`src/rtl/core/gpool_pkg.sv`:
```
`timescale 1ns / 1ps

package gpool_pkg;

    // default sizing
    localparam int DEF_MAX_WIDTH  = 4096;
    localparam int DEF_MAX_FACTOR = 16;

    // fixed field widths
    localparam int COST_W         = 8;
    localparam int COL_W          = 12;
    localparam int ROW_W          = 16;
    localparam int FACTOR_FIELD_W = 5;
    localparam int WIDTH_FIELD_W  = 13;
    localparam int HEIGHT_W       = 16;
    localparam int CFG_DATA_W     = 16;
    localparam int CFG_INDEX_W    = 2;

    // register reset values
    localparam int FACTOR_RESET = 2;
    localparam int WIDTH_RESET  = 4096;
    localparam int HEIGHT_RESET = 4096;

    typedef enum logic [CFG_INDEX_W-1:0] {
        REG_BLOCK_FACTOR = 2'd0,
        REG_MAP_WIDTH    = 2'd1,
        REG_MAP_HEIGHT   = 2'd2,
        REG_MIN_MODE     = 2'd3
    } cfg_reg_t;

    // position flags of the cell under the input counters
    typedef struct packed {
        logic first_col;   // first cell of a block segment in this row
        logic seg_end;     // last cell of a block segment in this row
        logic first_row;   // first row of a block row
        logic block_done;  // last row of a block row
        logic last;        // last cell of the frame
    } pos_flags_t;

endpackage

```
`src/rtl/core/gpool_cfg.sv`:
```
`timescale 1ns / 1ps

module gpool_cfg
    import gpool_pkg::*;
#(
    parameter int MAX_WIDTH  = DEF_MAX_WIDTH,
    parameter int MAX_FACTOR = DEF_MAX_FACTOR,
    localparam int WW = $clog2(MAX_WIDTH + 1),
    localparam int FW = $clog2(MAX_FACTOR + 1)
)
(
    input  logic                   clk,
    input  logic                   rst_n,
    input  logic                   cfg_write,
    input  logic [CFG_INDEX_W-1:0] cfg_index,
    input  logic [CFG_DATA_W-1:0]  cfg_data,
    output logic [FW-1:0]          factor,
    output logic [WW-1:0]          width,
    output logic [HEIGHT_W-1:0]    height,
    output logic                   min_mode
);

    localparam int FACTOR_INIT = (FACTOR_RESET > MAX_FACTOR) ? MAX_FACTOR : FACTOR_RESET;
    localparam int WIDTH_INIT  = (WIDTH_RESET > MAX_WIDTH) ? MAX_WIDTH : WIDTH_RESET;

    logic [FW-1:0]             factor_reg;
    logic [WW-1:0]             width_reg;
    logic [HEIGHT_W-1:0]       height_reg;
    logic                      min_mode_reg;

    logic [FACTOR_FIELD_W-1:0] f_raw;
    logic [WIDTH_FIELD_W-1:0]  w_raw;
    logic [HEIGHT_W-1:0]       h_raw;
    logic [FW-1:0]             f_clip;
    logic [WW-1:0]             w_clip;
    logic [HEIGHT_W-1:0]       h_clip;

    assign f_raw = cfg_data[FACTOR_FIELD_W-1:0];
    assign w_raw = cfg_data[WIDTH_FIELD_W-1:0];
    assign h_raw = cfg_data[HEIGHT_W-1:0];

    // zero reads as one, oversize saturates
    always_comb
    begin
        if (f_raw == '0)
            f_clip = FW'(1);
        else if (int'(f_raw) > MAX_FACTOR)
            f_clip = FW'(MAX_FACTOR);
        else
            f_clip = FW'(f_raw);

        if (w_raw == '0)
            w_clip = WW'(1);
        else if (int'(w_raw) > MAX_WIDTH)
            w_clip = WW'(MAX_WIDTH);
        else
            w_clip = WW'(w_raw);

        if (h_raw == '0)
            h_clip = HEIGHT_W'(1);
        else
            h_clip = h_raw;
    end

    always_ff @(posedge clk or negedge rst_n)
    begin
        if (!rst_n)
        begin
            factor_reg   <= FW'(FACTOR_INIT);
            width_reg    <= WW'(WIDTH_INIT);
            height_reg   <= HEIGHT_W'(HEIGHT_RESET);
            min_mode_reg <= 1'b0;
        end
        else if (cfg_write)
        begin
            unique case (cfg_reg_t'(cfg_index))
                REG_BLOCK_FACTOR: factor_reg   <= f_clip;
                REG_MAP_WIDTH:    width_reg    <= w_clip;
                REG_MAP_HEIGHT:   height_reg   <= h_clip;
                REG_MIN_MODE:     min_mode_reg <= cfg_data[0];
            endcase
        end
    end

    assign factor   = factor_reg;
    assign width    = width_reg;
    assign height   = height_reg;
    assign min_mode = min_mode_reg;

endmodule

```
`config.mk`:
```
export PLATFORM = sky130hd
export DESIGN_NAME = gpool_cfg
export DESIGN_NICKNAME = d
export VERILOG_FILES = /design/src/rtl/core/gpool_pkg.sv /design/src/rtl/core/gpool_cfg.sv
export SDC_FILE = /design/constraint.sdc
export NUM_CORES = 1
export LEC_CHECK = 0
export BUFFER_PORTS_ARGS = -buffer_cell sky130_fd_sc_hd__buf_2
export CORE_UTILIZATION = 35
export DETAILED_ROUTE_END_ITERATION = 8
export PLACE_DENSITY_LB_ADDON = 0.2
export SYNTH_ARGS = -nofsm -noshare
export SYNTH_HDL_FRONTEND = slang
export SYNTH_SLANG_ARGS = --single-unit
export TNS_END_PERCENT = 20
```
`constraint.sdc`:
```
create_clock -name clk -period 1 [get_ports clk]
set_input_delay 0.05 -clock clk [delete_from_list [all_inputs] [get_ports clk]]
set_output_delay 0.05 -clock clk [all_outputs]
set_load 0.05 [all_outputs]
```
==> out/qor.txt, run 1 <==
Status -> complete, but fails checks
Failing checks -> negative setup slack
Post-DP Area -> 1940 um^2
Clk root buf -> clkbuf_8
Crit path buf inv count -> 1
Total of max-cap violations -> 0
Startpoint types -> flop
Clk_skew -> 0 ps
H-Tree Depth -> 2
Post-CTS Setup Bufs -> 0
Global-route wire length before repair -> 5280 um
R2r setup slk -> 240 ps
Gr usage total -> 17.0%
Yosys warnings -> 0
Register area share after synthesis -> 60.8%
Worst skew pair latency -> 280 ps
Power, Total -> 4.31 mW
DRC Markers -> 0
CTS tree -> built
Slew Viols, Final -> 0
HPWL Detailed -> 2580 um
I/O pin count -> 56
Final nets -> 222
Worst path arrival time -> 970 ps
CP peak stage delay -> 550 ps
IO buf count -> 55
Final period utilization -> 102%
Leak -> 1.03 nW
Worst setup margin -> -23.4 ps
Antenna violations before repair -> 0
Critical Path, Cell by Cell -> buf_8
Most common cell in the netlist -> dfrtp_1
Avg Synthesized Cell Area -> 12.0 um^2
Num CTS Buffers -> 5
Area Overhead vs Synth -> 42.7%
CP max stage cell -> dfstp_2
Vias -> 1,185
Critical path peak fanout -> 2
Share of cells above drive strength 1 -> 52.5%
Pin count of the biggest net entering global routing -> 36
Bufs on Longest Clock Path -> 2
Min Tclk post-route -> 1020 ps
Mapped Area -> 1450 um^2
Worst Path Class, Setup -> flop to output port
Vias in the first global route -> 1,131
Pre-antenna DRT Iters -> 4
Pwr dens -> 2090 nW/um^2
Area leader, netlist -> dfrtp_1
Total inserted antenna cells -> 0
Worst-Margin Slew -> 574 ps
Worst hold path type -> input port to flop
Netlist cell types -> 25
GPL Wtd Cong -> 0.852
Clock Pin Slew Worst Setup and Hold Paths -> 70 ps
Ranking of synthesized cells by area -> dfrtp_1 55%, mux2_2 12%, nand2_1 7.3%
Critical Path RT -> 950 ps
Core ar. -> 3970 um^2
Max_slew headroom -> 61.6%
Final Setup Violations -> 3
Die area -> 4400 um^2
Final Hold Vio Count -> 0
Crit end category -> output port
Global route overflow -> 0
Post-synth top cells -> 32 x dfrtp_1, 28 x nand2_1, 16 x mux2_2, 8 x a21oi_1, 5 x nand3b_1
VDD IR max -> 1190 uV
Post-route cell area -> 2070 um^2
Placement Rows -> 23
Max FFs per register -> 16
EDFF count, synth -> 0
CP delay by family, top -> flip-flops
DRT antenna net count -> 0
Final WL -> 3330 um
Cell count after synthesis -> 121
Max Clk Rate -> 977 MHz
# clock sinks -> 35
Post-synth top area share -> 55.3%
Yosys reg bits -> 35
RSZ-0062 raised after global routing -> true
Die Height -> 66.3 um
Post-synth ARST share -> 100%
Net count of the mapped netlist -> 142
Starting DRT DRC Count -> 33
Die Span X -> 66.3 um
DR vias/cell -> 4.70
WL per Instance -> 13.2 um
Synth Flop Type -> dfrtp_1
Starting Density -> 36.5%
[cell usage in the layout (no fill, tap or decap)]
master / n
nand2_1: 28
mux2_4: 1
buf_4: 19
nor4_1: 2
o21ai_0: 4
nand3_1: 1
clkbuf_1: 2
a31oi_1: 1
clkinv_2: 1
mux2_2: 16
clkbuf_8: 5
nand2b_1: 3
buf_8: 3
a21oi_1: 8
dfstp_2: 3
nor2_1: 3
dlygate4sd3_1: 1
nand3b_2: 1
nand4b_1: 1
buf_2: 52
nor2b_1: 1
nor4_2: 2
o31ai_1: 1
or3b_1: 1
nand3b_1: 5
a311oi_1: 1
nand4_1: 1
dfrtp_1: 32
buf_12: 2
and3b_2: 1
[where the power goes]
group | switching, mW | internal, mW
sequential | 0.116 | 1.66
combinational | 1.13 | 0.447
clock | 0.471 | 0.488
total | 1.72 | 2.60
[layer usage]
layer / global-route usage, % / vias up / wire, um
li1: - / 583 / -
met1: 19.7 / 555 / 1510
met2: 27.4 / 42 / 1540
met3: 5.69 / 5 / 204
met4: 9.57 / 0 / 71
met5: 0 / - / 0
[worst paths after layout]
check / from / end / depth (start not counted)
setup / recovery: width[12] / width[12] / 1
hold / removal: cfg_data[13] / height[13] / 2
setup reg to reg: factor[4] / factor[4] / 1
hold reg to reg: width[9] / width[9] / 2
max in group asynchronous: rst_n / width[12] / 3
min in group asynchronous: rst_n / factor[4] / 3
[what timing repair did]
action / CTS / global route
pin swaps: 0 / 0
endpoints found under the setup margin: 3 / 3
hold buffers: 1 / 0
gates resized for setup: 8 / 1
endpoints found under the hold margin: 35 / 0
[logic make-up (layout without fill, tap and decap cells)]
kind of cell           after synthesis  after routing  share of synthesized area (%)
DFF                                 35             35                           60.8
and+or+nand+nor                     50             50                           18.4
AOI/OAI and AO/OA                   15             15                           5.71
buffers and inverters                4             85                           1.64
muxes                               17             17                           13.5
[stage by stage]
step	cells	setup WS (ps)	hold slack (ps)	util, %	setup TNS (ps)
floorplan	121	9.62	-246	-	0
global placement	243	-94.5	21.0	49.0	-844
detailed placement	243	-144	27.0	49.0	-1190
CTS	252	-38.1	9.19	51.9	-113
global route	252	-50.7	17.6	52.0	-147
finish	252	-23.4	20.7	52.0	-67.8
[area by class of cell]
type | count | area [um^2]
Clock inverter | 1 | 5.00
Tap cell | 50 | 62.6
Fill cell | 361 | 1910
Sequential cell | 35 | 880
Multi-Input combinational cell | 82 | 544
Clock buffer | 7 | 76.3
Timing Repair Buffer | 77 | 498
(Power assumes the default switching activity.)
==> inputs of run 2 (changes only) <==
clock period = 0.8 ns   (was 1 ns; I/O delays follow)
==> out/qor.txt, run 2 (synthesis gave the netlist of run 1 again) <==
Worst path arrival time -> 970 ps
Failing checks -> negative setup slack
Max Clk Rate -> 986 MHz
Num CTS Buffers -> 5
# clock sinks -> 35
Vias -> 1,254
Post-DP Area -> 2020 um^2
Total inserted antenna cells -> 0
Antenna violations before repair -> 0
Hold slack -> 17.7 ps
Final Setup Violations -> 36
DR vias/cell -> 4.84
Clock Pin Slew Worst Setup and Hold Paths -> 70 ps
Gr usage total -> 19.0%
Commonest non-fill, non-tap cell in the layout -> buf_6
Status -> complete, but fails checks
Clk_skew -> 0 ps
Total of max-cap violations -> 0
Global-route wire length before repair -> 6000 um
Worst hold path type -> input port to flop
Final Hold Vio Count -> 0
Startpoint types -> flop
Vias in the first global route -> 1,322
CP delay by family, top -> flip-flops
Leak -> 1.14 nW
Share of cells above drive strength 1 -> 63.2%
Fin util -> 60.5%
DRT antenna net count -> 0
Final nets -> 230
Slew Viols, Final -> 0
Area Overhead vs Synth -> 65.9%
Critical Path, Cell by Cell -> buf_8
VDD IR max -> 1280 uV
HPWL Detailed -> 2750 um
Starting DRT DRC Count -> 36
Worst Path Class, Setup -> flop to output port
Die area -> 4400 um^2
Min Tclk post-route -> 1010 ps
Die Span X -> 66.3 um
Critical path peak fanout -> 2
Crit path buf inv count -> 1
Max FFs per register -> 16
Critical Path RT -> 760 ps
Max_slew headroom -> 77.8%
RSZ-0062 raised after global routing -> true
Pwr dens -> 2450 nW/um^2
Worst-Margin Slew -> 331 ps
Most frequent cells in the layout -> 33 x buf_6, 28 x nand2_1, 27 x buf_4
IO buf count -> 55
Pin count of the biggest net entering global routing -> 36
CP peak stage delay -> 550 ps
Pre-antenna DRT Iters -> 4
Starting Density -> 36.5%
Placement Rows -> 23
CTS tree -> built
Die Height -> 66.3 um
Final WL -> 3580 um
H-Tree Depth -> 2
Global route overflow -> 0
Worst setup margin -> -214 ps
DRC Markers -> 0
WL per Instance -> 13.8 um
I/O pin count -> 56
Post-route cell area -> 2400 um^2
Final period utilization -> 127%
CP max stage cell -> dfstp_2
Crit end category -> output port
Core ar. -> 3970 um^2
Clk root buf -> clkbuf_8
R2r setup slk -> -10 ps
Worst skew pair latency -> 280 ps
GPL Wtd Cong -> 0.794
Bufs on Longest Clock Path -> 2
-- run 2: cell types whose count changed in the layout (fill, tap and decap cells not counted), sizes merged --
cell,before,now
buf,76,84
clkinv,1,0
-- run 2: through the flow --
stage | total power, mW | std cells | setup TNS (ps) | setup slack (ps)
floorplan | 3.66 | 121 | -3520 | -160
global placement | 4.23 | 249 | -6900 | -283
detailed placement | 4.27 | 249 | -7710 | -356
CTS | 5.91 | 259 | -3450 | -223
global route | 6.17 | 259 | -4220 | -239
finish | 5.89 | 259 | -3130 | -214
-- run 2: timing repair --
action,CTS,global route
setup buffers,2,0
resized for setup,74,9
cloned,0,0
hold buffers,1,0
setup endpoints to repair,42,54
pin swaps,0,1
hold endpoints to repair,35,0
-- run 2: area by class of cell --
cell class	count	area [um^2]
fill	336	1570
sequential	35	900
timing repair buffer	85	754
multi-input combinational	82	608
clock buffer	7	76.3
tap	50	62.6
-- run 2: worst paths after layout --
| check | endpoint | cells after the start | start |
|---|---|---|---|
| max | factor[1] | 1 | factor[1] |
| min | height[15] | 2 | cfg_data[15] |
| max reg2reg | factor[1] | 3 | factor[1] |
| min reg2reg | width[12] | 2 | width[12] |
| max in group asynchronous | height[12] | 3 | rst_n |
| min in group asynchronous | height[4] | 3 | rst_n |
-- run 2: per-layer routing --
metal	vias up	GRT usage [%]	part of all wire, %	wire [um]
li1	596	-	-	-
met1	607	20.9	39	1400
met2	42	33.2	52	1860
met3	9	6.90	6.9	248
met4	0	7.18	2.2	78
met5	-	0	0	0
-- run 2: power breakdown --
| part | switching (mW) | internal [mW] | leakage (nW) |
|---|---|---|---|
| clock network | 0.561 | 0.598 | 0.0383 |
| registers | 0.228 | 2.11 | 0.409 |
| logic | 1.45 | 0.952 | 0.692 |
==> inputs of run 3 (changes only) <==
==> constraint.sdc (replaced) <==
create_clock -name clk -period 0.8 [get_ports clk]
set_input_delay 0.04 -clock clk [delete_from_list [all_inputs] [get_ports clk]]
set_output_delay 0.04 -clock clk [all_outputs]
set_load 0.02 [all_outputs]
==> out/qor.txt, run 3 (synthesis gave the netlist of run 1 again) <==
Status -> complete, but fails checks
Failing checks -> negative setup slack
Vias in the first global route -> 1,304
Pre-antenna DRT Iters -> 4
Logic pwr share -> 28.0%
I/O pin count -> 56
# clock sinks -> 35
Die Height -> 66.3 um
HPWL Detailed -> 2730 um
Worst skew pair latency -> 280 ps
Routing usage on met3 -> 4.31%
Post-Layout Cell Count -> 262
Cell internal pwr -> 3.73 mW
DRC Markers -> 0
Startpoint types -> flop
Critical Path RT -> 760 ps
Crit path buf inv count -> 1
Met1 Resource Use GR -> 21.0%
Final Setup Violations -> 35
VDD IR max -> 1080 uV
Clock Pin Slew Worst Setup and Hold Paths -> 70 ps
CP peak stage delay -> 540 ps
Worst path arrival time -> 940 ps
IO buf count -> 55
Gr busiest metal -> met2
CP max stage cell -> dfstp_2
Starting DRT DRC Count -> 41
Pwr dens -> 2310 nW/um^2
Setup WS pre-CTS -> -357 ps
Total inserted antenna cells -> 0
GRT met2 Usage -> 31.6%
Max_slew headroom -> 75.5%
Slew Viols, Final -> 0
Post-route cell area -> 2310 um^2
H-Tree Depth -> 2
Post-DP Area -> 2010 um^2
Die Span X -> 66.3 um
CTS tree -> built
Global route overflow -> 0
Cell Count Post-Placement -> 248
Bufs on Longest Clock Path -> 2
Max FFs per register -> 16
Area Overhead vs Synth -> 59.5%
Num CTS Buffers -> 5
Total of max-cap violations -> 0
Flop pwr share -> 42.3%
Sw power -> 1.59 mW
Final period utilization -> 122%
Vias -> 1,256
Final Hold Vio Count -> 0
Crit end category -> output port
Max Clk Rate -> 1020 MHz
Global-route wire length before repair -> 5800 um
Clock network fraction of design power -> 29.7%
Critical Path, Cell by Cell -> buf_6
Clk_skew -> 0 ps
Core ar. -> 3970 um^2
Min Tclk post-route -> 978 ps
Leak -> 1.14 nW
Power, Total -> 5.32 mW
GPL Wtd Cong -> 0.746
Final nets -> 232
Setup_tns -> -2500 ps
Share of cells above drive strength 1 -> 58.5%
Gr usage total -> 18.1%
Commonest non-fill, non-tap cell in the layout -> buf_2
Critical path peak fanout -> 2
Worst setup margin -> -178 ps
Worst hold path type -> input port to flop
Most frequent cells in the layout -> 41 x buf_2, 28 x nand2_1, 28 x dfrtp_1
CP delay by family, top -> flip-flops
WL per Instance -> 13.9 um
DRT antenna net count -> 0
Starting Density -> 36.5%
Antenna violations before repair -> 0
Worst Path Class, Setup -> flop to output port
Worst-Margin Slew -> 366 ps
DR vias/cell -> 4.79
RSZ-0062 raised after global routing -> true
Die area -> 4400 um^2
Clk root buf -> clkbuf_8
Placement Rows -> 23
Final WL -> 3650 um
Pin count of the biggest net entering global routing -> 36
Switching power share of the total -> 29.9%
run 3: cell count changes in the layout (fill, tap and decap cells not counted), moves of 12 or more:
cell,change
dfrtp_1,+12
buf_6,-19
dfrtp_2,-12
buf_2,+21
run 3: final cells by class:
cell class,instances,area [um^2]
Timing Repair Buffer,87,636
Sequential cell,35,885
Clock buffer,5,68.8
Tap cell,50,62.6
Fill cell,359,1660
Multi-Input combinational cell,82,613
Clock inverter,3,43.8
run 3: repair_timing:
item	CTS	global route
setup endpoints to repair	44	42
setup buffers	1	2
hold buffers	3	0
endpoints found under the hold margin	37	0
gates resized for setup	19	16
run 3: routing by layer:
metal,wire length (um),vias up
met5,0,-
met2,1860,37
met3,187,6
li1,-,601
met1,1550,612
met4,47,0
run 3: through the flow:
step	utilization, %	hold WS (ps)
floorplan	-	-256
global placement	50.6	11.5
detailed placement	50.6	14.0
CTS	56.0	6.27
global route	58.1	23.6
finish	58.1	14.6
run 3: path summary, 6_finish.rpt:
path                              start         end  slack, ps  cells past startpoint
max                           width[12]   width[12]       -180                      1
max in group asynchronous         rst_n  height[12]        320                      3
min reg2reg                    width[5]    width[5]        470                      2
min                        cfg_data[15]  height[15]         10                      2
max reg2reg                   factor[4]   factor[4]         20                      1
min in group asynchronous         rst_n   width[11]        240                      3
run 3: power by group through the flow:
stage          Clock, mW  Combinational [mW]  Sequential [mW]
5_1_grt             1.68                1.60             2.28
2_1_floorplan          0               0.343             2.63
3_5_place_dp           0                1.31             2.26
3_3_place_gp           0                1.28             2.25
4_1_cts             1.62                1.42             2.24
6_report            1.58                1.49             2.25
