==> src/rtl/core/gpool_pkg.sv <==
`timescale 1ns / 1ps

package gpool_pkg;

    // default sizing
    localparam int DEF_MAX_WIDTH  = 4096;
    localparam int DEF_MAX_FACTOR = 16;

    // fixed field widths
    localparam int COST_W         = 8;
    localparam int COL_W          = 12;
    localparam int ROW_W          = 16;
    localparam int FACTOR_FIELD_W = 5;
    localparam int WIDTH_FIELD_W  = 13;
    localparam int HEIGHT_W       = 16;
    localparam int CFG_DATA_W     = 16;
    localparam int CFG_INDEX_W    = 2;

    // register reset values
    localparam int FACTOR_RESET = 2;
    localparam int WIDTH_RESET  = 4096;
    localparam int HEIGHT_RESET = 4096;

    typedef enum logic [CFG_INDEX_W-1:0] {
        REG_BLOCK_FACTOR = 2'd0,
        REG_MAP_WIDTH    = 2'd1,
        REG_MAP_HEIGHT   = 2'd2,
        REG_MIN_MODE     = 2'd3
    } cfg_reg_t;

    // position flags of the cell under the input counters
    typedef struct packed {
        logic first_col;   // first cell of a block segment in this row
        logic seg_end;     // last cell of a block segment in this row
        logic first_row;   // first row of a block row
        logic block_done;  // last row of a block row
        logic last;        // last cell of the frame
    } pos_flags_t;

endpackage

==> src/rtl/core/gpool_pos.sv <==
`timescale 1ns / 1ps

module gpool_pos
    import gpool_pkg::*;
#(
    parameter int MAX_WIDTH  = DEF_MAX_WIDTH,
    parameter int MAX_FACTOR = DEF_MAX_FACTOR,
    localparam int CW = $clog2(MAX_WIDTH),
    localparam int WW = $clog2(MAX_WIDTH + 1),
    localparam int SW = $clog2(MAX_FACTOR),
    localparam int FW = $clog2(MAX_FACTOR + 1)
)
(
    input  logic                clk,
    input  logic                rst_n,
    input  logic                restart,
    input  logic                take,
    input  logic [FW-1:0]       factor,
    input  logic [WW-1:0]       width,
    input  logic [HEIGHT_W-1:0] height,
    output pos_flags_t          flags,
    output logic [CW-1:0]       blk_col,
    output logic [ROW_W-1:0]    blk_row
);

    logic [CW-1:0]    in_col_reg;
    logic [ROW_W-1:0] in_row_reg;
    logic [SW-1:0]    sub_col_reg;
    logic [SW-1:0]    sub_row_reg;
    logic [CW-1:0]    blk_col_reg;
    logic [ROW_W-1:0] blk_row_reg;

    logic [WW:0]      col_inc;
    logic [ROW_W:0]   row_inc;
    logic [FW:0]      sub_col_inc;
    logic [FW:0]      sub_row_inc;
    logic             row_end;
    logic             col_end;
    logic             sub_col_end;
    logic             sub_row_end;

    assign col_inc     = (WW + 1)'(in_col_reg) + (WW + 1)'(1);
    assign row_inc     = (ROW_W + 1)'(in_row_reg) + (ROW_W + 1)'(1);
    assign sub_col_inc = (FW + 1)'(sub_col_reg) + (FW + 1)'(1);
    assign sub_row_inc = (FW + 1)'(sub_row_reg) + (FW + 1)'(1);

    assign row_end     = col_inc >= {1'b0, width};
    assign col_end     = row_inc >= (ROW_W + 1)'(height);
    assign sub_col_end = sub_col_inc >= {1'b0, factor};
    assign sub_row_end = sub_row_inc >= {1'b0, factor};

    always_comb
    begin
        flags.first_col  = (sub_col_reg == '0);
        flags.seg_end    = sub_col_end || row_end;
        flags.first_row  = (sub_row_reg == '0);
        flags.block_done = sub_row_end || col_end;
        flags.last       = row_end && col_end;
    end

    always_ff @(posedge clk or negedge rst_n)
    begin
        if (!rst_n)
        begin
            in_col_reg  <= '0;
            in_row_reg  <= '0;
            sub_col_reg <= '0;
            sub_row_reg <= '0;
            blk_col_reg <= '0;
            blk_row_reg <= '0;
        end
        else if (restart || (take && row_end && col_end))
        begin
            in_col_reg  <= '0;
            in_row_reg  <= '0;
            sub_col_reg <= '0;
            sub_row_reg <= '0;
            blk_col_reg <= '0;
            blk_row_reg <= '0;
        end
        else if (take)
        begin
            if (row_end)
            begin
                in_col_reg  <= '0;
                sub_col_reg <= '0;
                blk_col_reg <= '0;
                in_row_reg  <= in_row_reg + ROW_W'(1);
                if (sub_row_end)
                begin
                    sub_row_reg <= '0;
                    blk_row_reg <= blk_row_reg + ROW_W'(1);
                end
                else
                begin
                    sub_row_reg <= sub_row_reg + SW'(1);
                end
            end
            else
            begin
                in_col_reg <= in_col_reg + CW'(1);
                if (sub_col_end)
                begin
                    sub_col_reg <= '0;
                    blk_col_reg <= blk_col_reg + CW'(1);
                end
                else
                begin
                    sub_col_reg <= sub_col_reg + SW'(1);
                end
            end
        end
    end

    assign blk_col = blk_col_reg;
    assign blk_row = blk_row_reg;

endmodule

==> config.mk <==
export PLATFORM = sky130hd
export DESIGN_NAME = gpool_pos
export DESIGN_NICKNAME = d
export VERILOG_FILES = /design/src/rtl/core/gpool_pkg.sv /design/src/rtl/core/gpool_pos.sv
export SDC_FILE = /design/constraint.sdc
export NUM_CORES = 1
export LEC_CHECK = 0
export BUFFER_PORTS_ARGS = -buffer_cell sky130_fd_sc_hd__buf_2
export CELL_PAD_IN_SITES_DETAIL_PLACEMENT = 0
export CELL_PAD_IN_SITES_GLOBAL_PLACEMENT = 2
export CORE_ASPECT_RATIO = 1.75
export CORE_MARGIN = 2
export CORE_UTILIZATION = 25
export CTS_CLUSTER_DIAMETER = 50
export DETAILED_ROUTE_END_ITERATION = 8
export GPL_ROUTABILITY_DRIVEN = 0
export HOLD_SLACK_MARGIN = 0.15
export PLACE_DENSITY_LB_ADDON = 0.1
export SLEW_MARGIN = 20
export SYNTH_ARGS = -nofsm -noshare
export SYNTH_HDL_FRONTEND = slang
export SYNTH_SLANG_ARGS = --single-unit
==> constraint.sdc <==
create_clock -name clk -period 4.85 [get_ports clk]
set_input_delay 0.7275 -clock clk [delete_from_list [all_inputs] [get_ports clk]]
set_output_delay 0.7275 -clock clk [all_outputs]
set_load 0.05 [all_outputs]
==> flow_summary_export.csv, run 1 <==
group,metric,value,unit
floorplan,pin_count,71,
pwr,pwr-share-comb,8.1,%
grt,grt_pass1_wl,21500,µm
cts,htreeDepth,3,
route,vias,3997,
synthesis,synth_flop_cell,"dfrtp_1",
critical_path,end_kind,"output pin",
finish,area_growth,21.0,%
grt,grt_pass1_vias,4115,
route,post_drt_via_cell_ratio,4.78,
sta,worst_slack,0.343,ns
sta,max-slew-margin-rel,38.5,%
floorplan,initial_core_util,25.4,%
route,dr.first_iter.drc_count,140,
grt,gr-usage-met2,27.5,%
synthesis,synthDistinctLibCells,50,
cts,cts_buffers,9,
synthesis,synth_edf_count,0,
grt,grt_busiest_layer,"met2",
finish,nFillCells,1961,
pwr,swShare,24.1,%
sta,finalSetupViolations,0,
cts,clk_pin_slew,0.06,ns
synthesis,synth_seq_cells,64,
sta,fin_crit,4.51,ns
grt,grt_max_degree,34,
critical_path,cp_slowest_cell,"a221o_2",
critical_path,worstSetupPathType,"reg2out",
synthesis,synthesis.area,4540,µm²
finish,drive_gt1_share,16.9,%
run_status,status,"complete, no violations",
route,routed_wl,13200,µm
synthesis,synth_area_leaders,"dfrtp_1 35%, ha_1 13%, a21oi_1 4.2%",
flow_run,drv_cap,0,
floorplan,die_y,182,µm
cts,cts_tree,"yes",
pwr,p_clk_share,52.3,%
critical_path,crit_required,4.12,ns
cts,clk_latency,0.34,ns
critical_path,critPathLaunchType,"flip-flop",
cts,root_buffer,"clkbuf_16",
finish,diodes,0,
synthesis,synth_top_area_share,35.3,%
floorplan,coreArea,17900,µm²
sta,slew_viol_final,0,
route,wire_per_inst,15.8,µm
synthesis,syn_area_per_cell,8.67,µm²
grt,antenna_found_initial,0,
floorplan,rows,65,
pwr,p_sw,331,µW
critical_path,critPathTopFamily,"simple AND/OR/NAND/NOR gates",
place,dp_hpwl,10100,µm
grt,gr-usage-met1,15.5,%
route,antenna_left,0,
cts,hold_buffers,0,
pwr,p_int,1.04,mW
floorplan,die-area,19300,µm²
place,post-place-ws,0.549,ns
cts,clk_path_buf_depth,2,
critical_path,crit_fanout,13,
sta,fin_crit_sh,92.9,%
synthesis,yosys.area.top_type,"dfrtp_1",
pwr,leakagePower,2.86,nW
sta,finalClockSkew,0.00671,ns
sta,fin_tns_setup,0,ns
pwr,p_total,1.37,mW
place,io_buffers,70,
finish,fin_nets,682,
grt,grt_util_all_layers,14.4,%
synthesis,ys_seq_area_share,35.3,%
synthesis,synth_async_sr_flop_share,100,%
sta,fmax,222,MHz
grt,met3_usage,2.43,%
sta,hold_viol,0,
route,dr.pass1.iters,4,
pwr,powerDensity,249,nW/µm²
sta,rsz0062_at_grt,"false",
floorplan,die_x,106,µm
synthesis,yosys_warnings,0,
cts,cts_sinks,64,
sta,max_slew.worst_pin.slew,0.920,ns
pwr,vdd_drop_max,0.000137,V
route,drc,0,
synthesis,synth_nets,609,
grt,grt_overflow,0,
synthesis,syn_inst,524,
critical_path,crit_chain,"ha_1, nand4_1, nor2_1, nand4_1, nor2_1, xor2_1, ha_1, a21o_1, a21oi_1, o211ai_1, a221o_2, nor2b_2, inv_1, buf_2",
critical_path,cp_num_buf_inv,2,
critical_path,slowest_delay,0.45,ns
pwr,power_frac_seq,39.6,%
critical_path,arrival,3.78,ns
worst_hold_path,hp-class,"in2async",
cell usage after synthesis (7+ instances only):
master	count
o21ai_0	23
xor2_1	18
nand3_1	32
a22oi_1	8
and3_1	22
ha_1	47
xnor2_1	12
nor3_1	7
nor2_1	44
clkbuf_1	7
a21oi_1	38
dfrtp_1	64
nand4_1	7
nand2_1	44
a22o_1	10
inv_1	46
logic make-up (layout without fill, tap and decap cells):
| logic type | Yosys count | after routing | share of synthesized area [%] |
|---|---|---|---|
| adder cells (fa/ha/maj) | 47 | 47 | 12.9 |
| multiplexers | 3 | 3 | 0.689 |
| XOR/XNOR | 30 | 30 | 5.79 |
| AO/OA/AOI/OAI | 126 | 126 | 18.8 |
| buffers and inverters | 60 | 138 | 5.12 |
| flip-flops | 64 | 64 | 35.3 |
| AND/OR/NAND/NOR | 194 | 194 | 21.4 |
layout by cell type, fill, tap and decap left out, types with 8 or more instances in the layout:
master      n
nand3_1    32
ha_1       47
and3_1     22
clkbuf_16   9
xor2_1     18
dfrtp_1    64
a21oi_1    38
xnor2_1    12
nor2_1     44
a22oi_1     8
inv_1      46
buf_2      70
o21ai_0    23
a22o_1     10
nand2_1    44
routing by layer:
layer / vias up / share of wire (%)
met5: - / 0
met4: 0 / 1.9
met3: 14 / 3.5
met2: 67 / 55
met1: 1894 / 40
li1: 2022 / -
path summary, 6_finish.rpt:
| path | depth (start not counted) | slack, ns | end | from |
|---|---|---|---|---|
| hold / removal | 1 | 0.48 | blk_row[9] | rst_n |
| min in group clk | 1 | 0.52 | blk_row[14] | blk_row[14] |
| setup / recovery | 14 | 0.34 | flags[1] | in_row_reg[0] |
| setup reg to reg | 14 | 0.85 | blk_row[10] | in_row_reg[0] |
| max in group asynchronous | 2 | 3.34 | sub_row_reg[3] | rst_n |
| hold reg to reg | 1 | 0.52 | blk_row[14] | blk_row[14] |
power by group through the flow:
stage	logic, mW	clock network (mW)	registers (mW)
2_1_floorplan	0.0619	0	0.552
5_1_grt	0.128	0.770	0.543
6_report	0.111	0.717	0.542
4_1_cts	0.115	0.744	0.542
3_5_place_dp	0.115	0	0.552
3_3_place_gp	0.114	0	0.552
repair_timing:
action | 4_1_cts | 5_1_grt
setup endpoints to repair | 0 | 1
buffers inserted | 0 | 0
gates resized for setup | 0 | 1
per-stage QoR:
stage,util (%),hold WS (ns),cells,cell area [µm²]
floorplan,-,0.432,524,4540
global placement,28.9,0.516,820,5170
detailed placement,28.9,0.517,820,5170
CTS,30.7,0.513,836,5490
global route,30.7,0.558,836,5490
finish,30.7,0.484,836,5490
layout make-up:
class | instances | area [µm²] | area share [%]
clock buffers | 11 | 243 | 4.42
multi-input cells | 400 | 2710 | 49.3
inverters | 46 | 173 | 3.14
flip-flops and latches | 64 | 1600 | 29.2
clock inverters | 5 | 80.1 | 1.46
well taps | 234 | 293 | 5.33
repair buffers | 76 | 395 | 7.20
(Power assumes the default switching activity.)
==> run 2, diff against run 1 <==
Settings changed: CELL_PAD_IN_SITES_DETAIL_PLACEMENT 0 to 1, CELL_PAD_IN_SITES_GLOBAL_PLACEMENT 2 to 1.
==> run 2 against run 1 <==
Net effect: power down 5.9%; critical path depth unchanged; design area down 0.50%; via count up 3.6%; clock power down 12%; routed wire length up 3.0%; clock skew up 0.0028 ns; sequential cell count unchanged; fmax up 1.6%; non-clock buffer count unchanged; register-to-register slack worse by 0.10 ns; critical path type unchanged.
==> flow_summary_export.csv, run 2 (synthesis results as in run 1) <==
group,metric,value,unit
run_status,status,"complete, no violations",
sta,fin_crit_sh,91.4,%
critical_path,end_kind,"output pin",
route,post_drt_via_cell_ratio,4.95,
place,dp.cells,820,
place,dp_hpwl,10700,µm
finish,final_util,30.6,%
sta,slew_viol_final,0,
cts,cts_buffers,9,
flow_run,drv_cap,0,
route,wire_per_inst,16.3,µm
finish,drive_gt1_share,16.9,%
sta,fin_crit,4.43,ns
sta,finalClockSkew,0.00954,ns
cts,cts_sinks,64,
pwr,p_total,1.29,mW
route,vias,4141,
critical_path,arrival,3.71,ns
floorplan,coreArea,17900,µm²
sta,hold_viol,0,
route,drc,0,
grt,grt_util_all_layers,15.2,%
place,io_buffers,70,
floorplan,initial_core_util,25.4,%
cts,htreeDepth,3,
grt,antenna_found_initial,0,
cts,cts_resized,0,
worst_hold_path,hp-class,"in2async",
floorplan,pin_count,71,
pwr,powerDensity,236,nW/µm²
critical_path,cp_slowest_cell,"dfrtp_1",
cts,clk_latency,0.34,ns
place,post-place-ws,0.699,ns
sta,max_slew.worst_pin.slew,0.954,ns
sta,finalSetupViolations,0,
pwr,leakagePower,2.84,nW
finish,layout_commonest_cell,"buf_2",
cts,post-cts-setup-buffer-count,0,
route,dr.first_iter.drc_count,137,
route,dr.pass1.iters,4,
route,routed_wl,13600,µm
floorplan,die_x,106,µm
floorplan,die-area,19300,µm²
critical_path,crit_chain,"ha_1, nand4_1, nor2_1, nand4_1, nor2_1, xor2_1, ha_1, a21o_1, a21oi_1, o211ai_1, a221o_1, buf_4, and2_1, buf_2",
finish,stdcell_count,836,
sta,worst_slack,0.415,ns
grt,grt_pass1_vias,4537,
sta,fmax,226,MHz
finish,diodes,0,
grt,grt_max_degree,41,
sta,fin_tns_setup,0,ns
sta,rsz0062_at_grt,"false",
sta,hold_ws,0.378,ns
critical_path,worstSetupPathType,"reg2out",
critical_path,crit_required,4.12,ns
grt,grt_pass1_wl,22900,µm
critical_path,slowest_delay,0.43,ns
cts,clk_pin_slew,0.06,ns
cts,root_buffer,"clkbuf_16",
pwr,vdd_drop_max,0.000120,V
finish,fin_nets,682,
sta,max-slew-margin-rel,36.2,%
finish,design_area,5470,µm²
cts,cts_tree,"yes",
finish,area_growth,20.4,%
place,dpl_cell_area,5170,µm²
critical_path,critPathLaunchType,"flip-flop",
critical_path,crit_fanout,8,
cts,clk_path_buf_depth,2,
critical_path,reg2reg_setup_slack,0.75,ns
route,antenna_left,0,
floorplan,rows,65,
finish,layout_common_cells,"69 x buf_2, 64 x dfrtp_1, 47 x ha_1, 46 x inv_1",
cts,hold_buffers,0,
grt,grt_overflow,0,
floorplan,die_y,182,µm
## run 2: changes by cell type in the layout (fill, tap and decap cells not counted)
cell	change
clkinvlp_4	+1
clkbuf_1	-1
a221o_2	-1
a221o_1	+1
clkbuf_8	+2
buf_4	+1
bufinv_16	-2
buf_2	-1
## run 2: final cells by class
cell class / count / area [µm²]
sequential: 64 / 1600
clock inverter: 4 / 27.5
fill: 2170 / 12400
multi-input combinational: 400 / 2710
timing repair buffer: 76 / 398
clock buffer: 12 / 267
inverter: 46 / 173
tap: 234 / 293
## run 2: power breakdown
part	switching (mW)	internal (mW)
combinational	0.0733	0.0396
sequential	0.00466	0.538
clock	0.248	0.387
## run 2: layer usage
metal  track usage, %  up-vias  routed length (µm)
met5                0        -                   0
met4             4.79        0                 200
met3             3.21       10                 465
met2             29.7       59                7690
met1             15.7     2052                5250
li1                 -     2020                   -
## run 2: worst paths after layout
path | from | to | depth (start not counted)
max | in_row_reg[0] | flags[0] | 14
min | rst_n | blk_row[4] | 1
max reg2reg | in_row_reg[0] | blk_row[5] | 16
min reg2reg | blk_row[8] | blk_row[8] | 1
max in group asynchronous | rst_n | in_row_reg[1] | 2
min in group clk | blk_row[8] | blk_row[8] | 1
## run 2: critical path: cells and delay by family, from the launching register on
kind | cells | cell delay, ns
simple gates | 5 | 0.97
fa+ha+maj | 2 | 0.55
flops | 1 | 0.43
buf+inv | 2 | 0.42
compound gates | 4 | 0.77
xor+xnor | 1 | 0.22
==> run 3, diff against run 2 <==
Settings changed: CORE_ASPECT_RATIO 1.75 to 1.1.
==> run 3 against run 2 <==
Net effect: setup slack lost 0.14 ns; hold slack lost 0.0073 ns; clock power decreased by 5.4%; routed wire length decreased by 3.1%; sequential cell count did not move; critical endpoint is now flags[1]; cell count increased by 0.36%; clock skew increased by 0.0014 ns; sequential power about the same.
==> flow_summary_export.csv, run 3 (synthesis results as in run 1) <==
group,metric,value,unit
floorplan,die-area,19300,µm²
grt,grt_util_all_layers,14.5,%
critical_path,startpoint,"in_row_reg[0]",
critical_path,end_kind,"output pin",
floorplan,rows,51,
route,routed_wl,13200,µm
route,dr.first_iter.drc_count,173,
floorplan,initial_core_util,25.6,%
floorplan,coreArea,17700,µm²
sta,slew_viol_final,0,
critical_path,r2r_end,"blk_row[5]",
cts,cts_buffers,9,
sta,max-slew-margin-rel,36.8,%
place,dp_hpwl,9970,µm
pwr,leakagePower,2.83,nW
route,antenna_left,0,
critical_path,slowest_delay,0.49,ns
cts,clk_path_buf_depth,2,
finish,design_area,5440,µm²
route,post_drt_via_cell_ratio,4.85,
pwr,vdd_drop_max,0.000159,V
cts,htreeDepth,3,
finish,layout_commonest_cell,"buf_2",
cts,clk_latency,0.34,ns
route,dr.pass1.iters,4,
critical_path,crit_fanout,13,
grt,grt_overflow,0,
route,drc,0,
cts,clk_pin_slew,0.06,ns
finish,layout_common_cells,"70 x buf_2, 64 x dfrtp_1, 47 x ha_1, 46 x inv_1, 44 x nor2_1",
sta,hold_viol,0,
place,io_buffers,70,
sta,max_slew.worst_pin.slew,0.944,ns
floorplan,die_x,133,µm
finish,nFillCells,2153,
floorplan,die_y,145,µm
route,wire_per_inst,15.7,µm
critical_path,arrival,3.85,ns
critical_path,crit_chain,"ha_1, nand4_1, nor2_1, nand4_1, nor2_1, xor2_1, ha_1, a21o_1, a21oi_1, o211ai_1, a221o_1, nor2b_2, inv_1, buf_2",
finish,drive_gt1_share,16.5,%
finish,fin_nets,681,
sta,hold_ws,0.371,ns
worst_hold_path,hp-class,"in2async",
grt,grt_max_degree,44,
critical_path,worstSetupPathType,"reg2out",
pwr,powerDensity,231,nW/µm²
critical_path,cp_slowest_cell,"a221o_1",
cts,cts_sinks,64,
finish,diodes,0,
critical_path,reg2reg_setup_slack,0.71,ns
critical_path,reg2reg_depth,15,
critical_path,reg2reg_from,"in_row_reg[0]",
sta,fin_tns_setup,0,ns
cts,root_buffer,"clkbuf_16",
grt,grt_pass1_wl,22400,µm
route,vias,4065,
critical_path,crit_required,4.12,ns
place,dpl_cell_area,5170,µm²
sta,fin_crit_sh,94.3,%
sta,fmax,219,MHz
sta,rsz0062_at_grt,"false",
critical_path,critPathLaunchType,"flip-flop",
sta,finalClockSkew,0.0110,ns
grt,grt_pass1_vias,4392,
finish,area_growth,19.7,%
floorplan,pin_count,71,
sta,fin_crit,4.57,ns
flow_run,drv_cap,0,
run_status,status,"complete, no violations",
cts,cts_tree,"yes",
grt,antenna_found_initial,0,
sta,finalSetupViolations,0,
run 3: how the worst max path moves through the flow:
stage	endpoint	slack (ns)	cells past startpoint
floorplan	flags[0]	1.22	13
global placement	flags[1]	0.72	14
detailed placement	flags[1]	0.63	14
CTS	flags[1]	0.24	14
global route	flags[1]	0.009	14
finish	flags[1]	0.28	14
run 3: worst max-delay path: cells and delay by family, from the launching register on:
| family | cells | cell delay (ns) |
|---|---|---|
| buffers and inverters | 2 | 0.35 |
| XOR/XNOR | 1 | 0.23 |
| flip-flops | 1 | 0.42 |
| adder cells (fa/ha/maj) | 2 | 0.55 |
| AO/OA/AOI/OAI | 4 | 0.88 |
| AND/OR/NAND/NOR | 5 | 1.08 |
run 3: power breakdown:
group          leakage [nW]  internal [mW]  switching [mW]
Sequential            0.892          0.538         0.00472
Combinational          1.81         0.0392          0.0732
Clock                 0.130          0.358           0.242
run 3: cell type report:
type | instances | area (µm²) | share of cell area, %
clock buffer | 13 | 250 | 4.60
clock inverter | 3 | 17.5 | 0.322
inverter | 46 | 173 | 3.18
multi-input combinational | 400 | 2710 | 49.8
sequential | 64 | 1600 | 29.5
tap | 238 | 298 | 5.48
timing repair buffer | 75 | 388 | 7.13
run 3: timing repair:
action                                  CTS  global route
setup buffers                             0             0
endpoints found under the setup margin    0             1
gates resized for setup                   0             1
hold buffers                              0             0
endpoints found under the hold margin     0             0
run 3: routing by layer:
metal	vias to the layer above	part of all wire [%]	GRT usage, %
li1	2016	-	-
met1	1975	47	18.4
met2	61	48	24.9
met3	13	3.3	3.00
met4	0	1.4	4.09
met5	-	0	0
run 3: per-stage QoR:
| stage | util (%) | cells | setup WS (ns) | total power [mW] |
|---|---|---|---|---|
| after floorplan | - | 524 | 1.22 | 0.613 |
| final | 30.7 | 839 | 0.277 | 1.25 |
| after global placement | 29.1 | 823 | 0.724 | 0.664 |
| after CTS | 30.6 | 839 | 0.240 | 1.29 |
| after global routing | 30.7 | 839 | 0.00940 | 1.32 |
| after detailed placement | 29.1 | 823 | 0.629 | 0.668 |
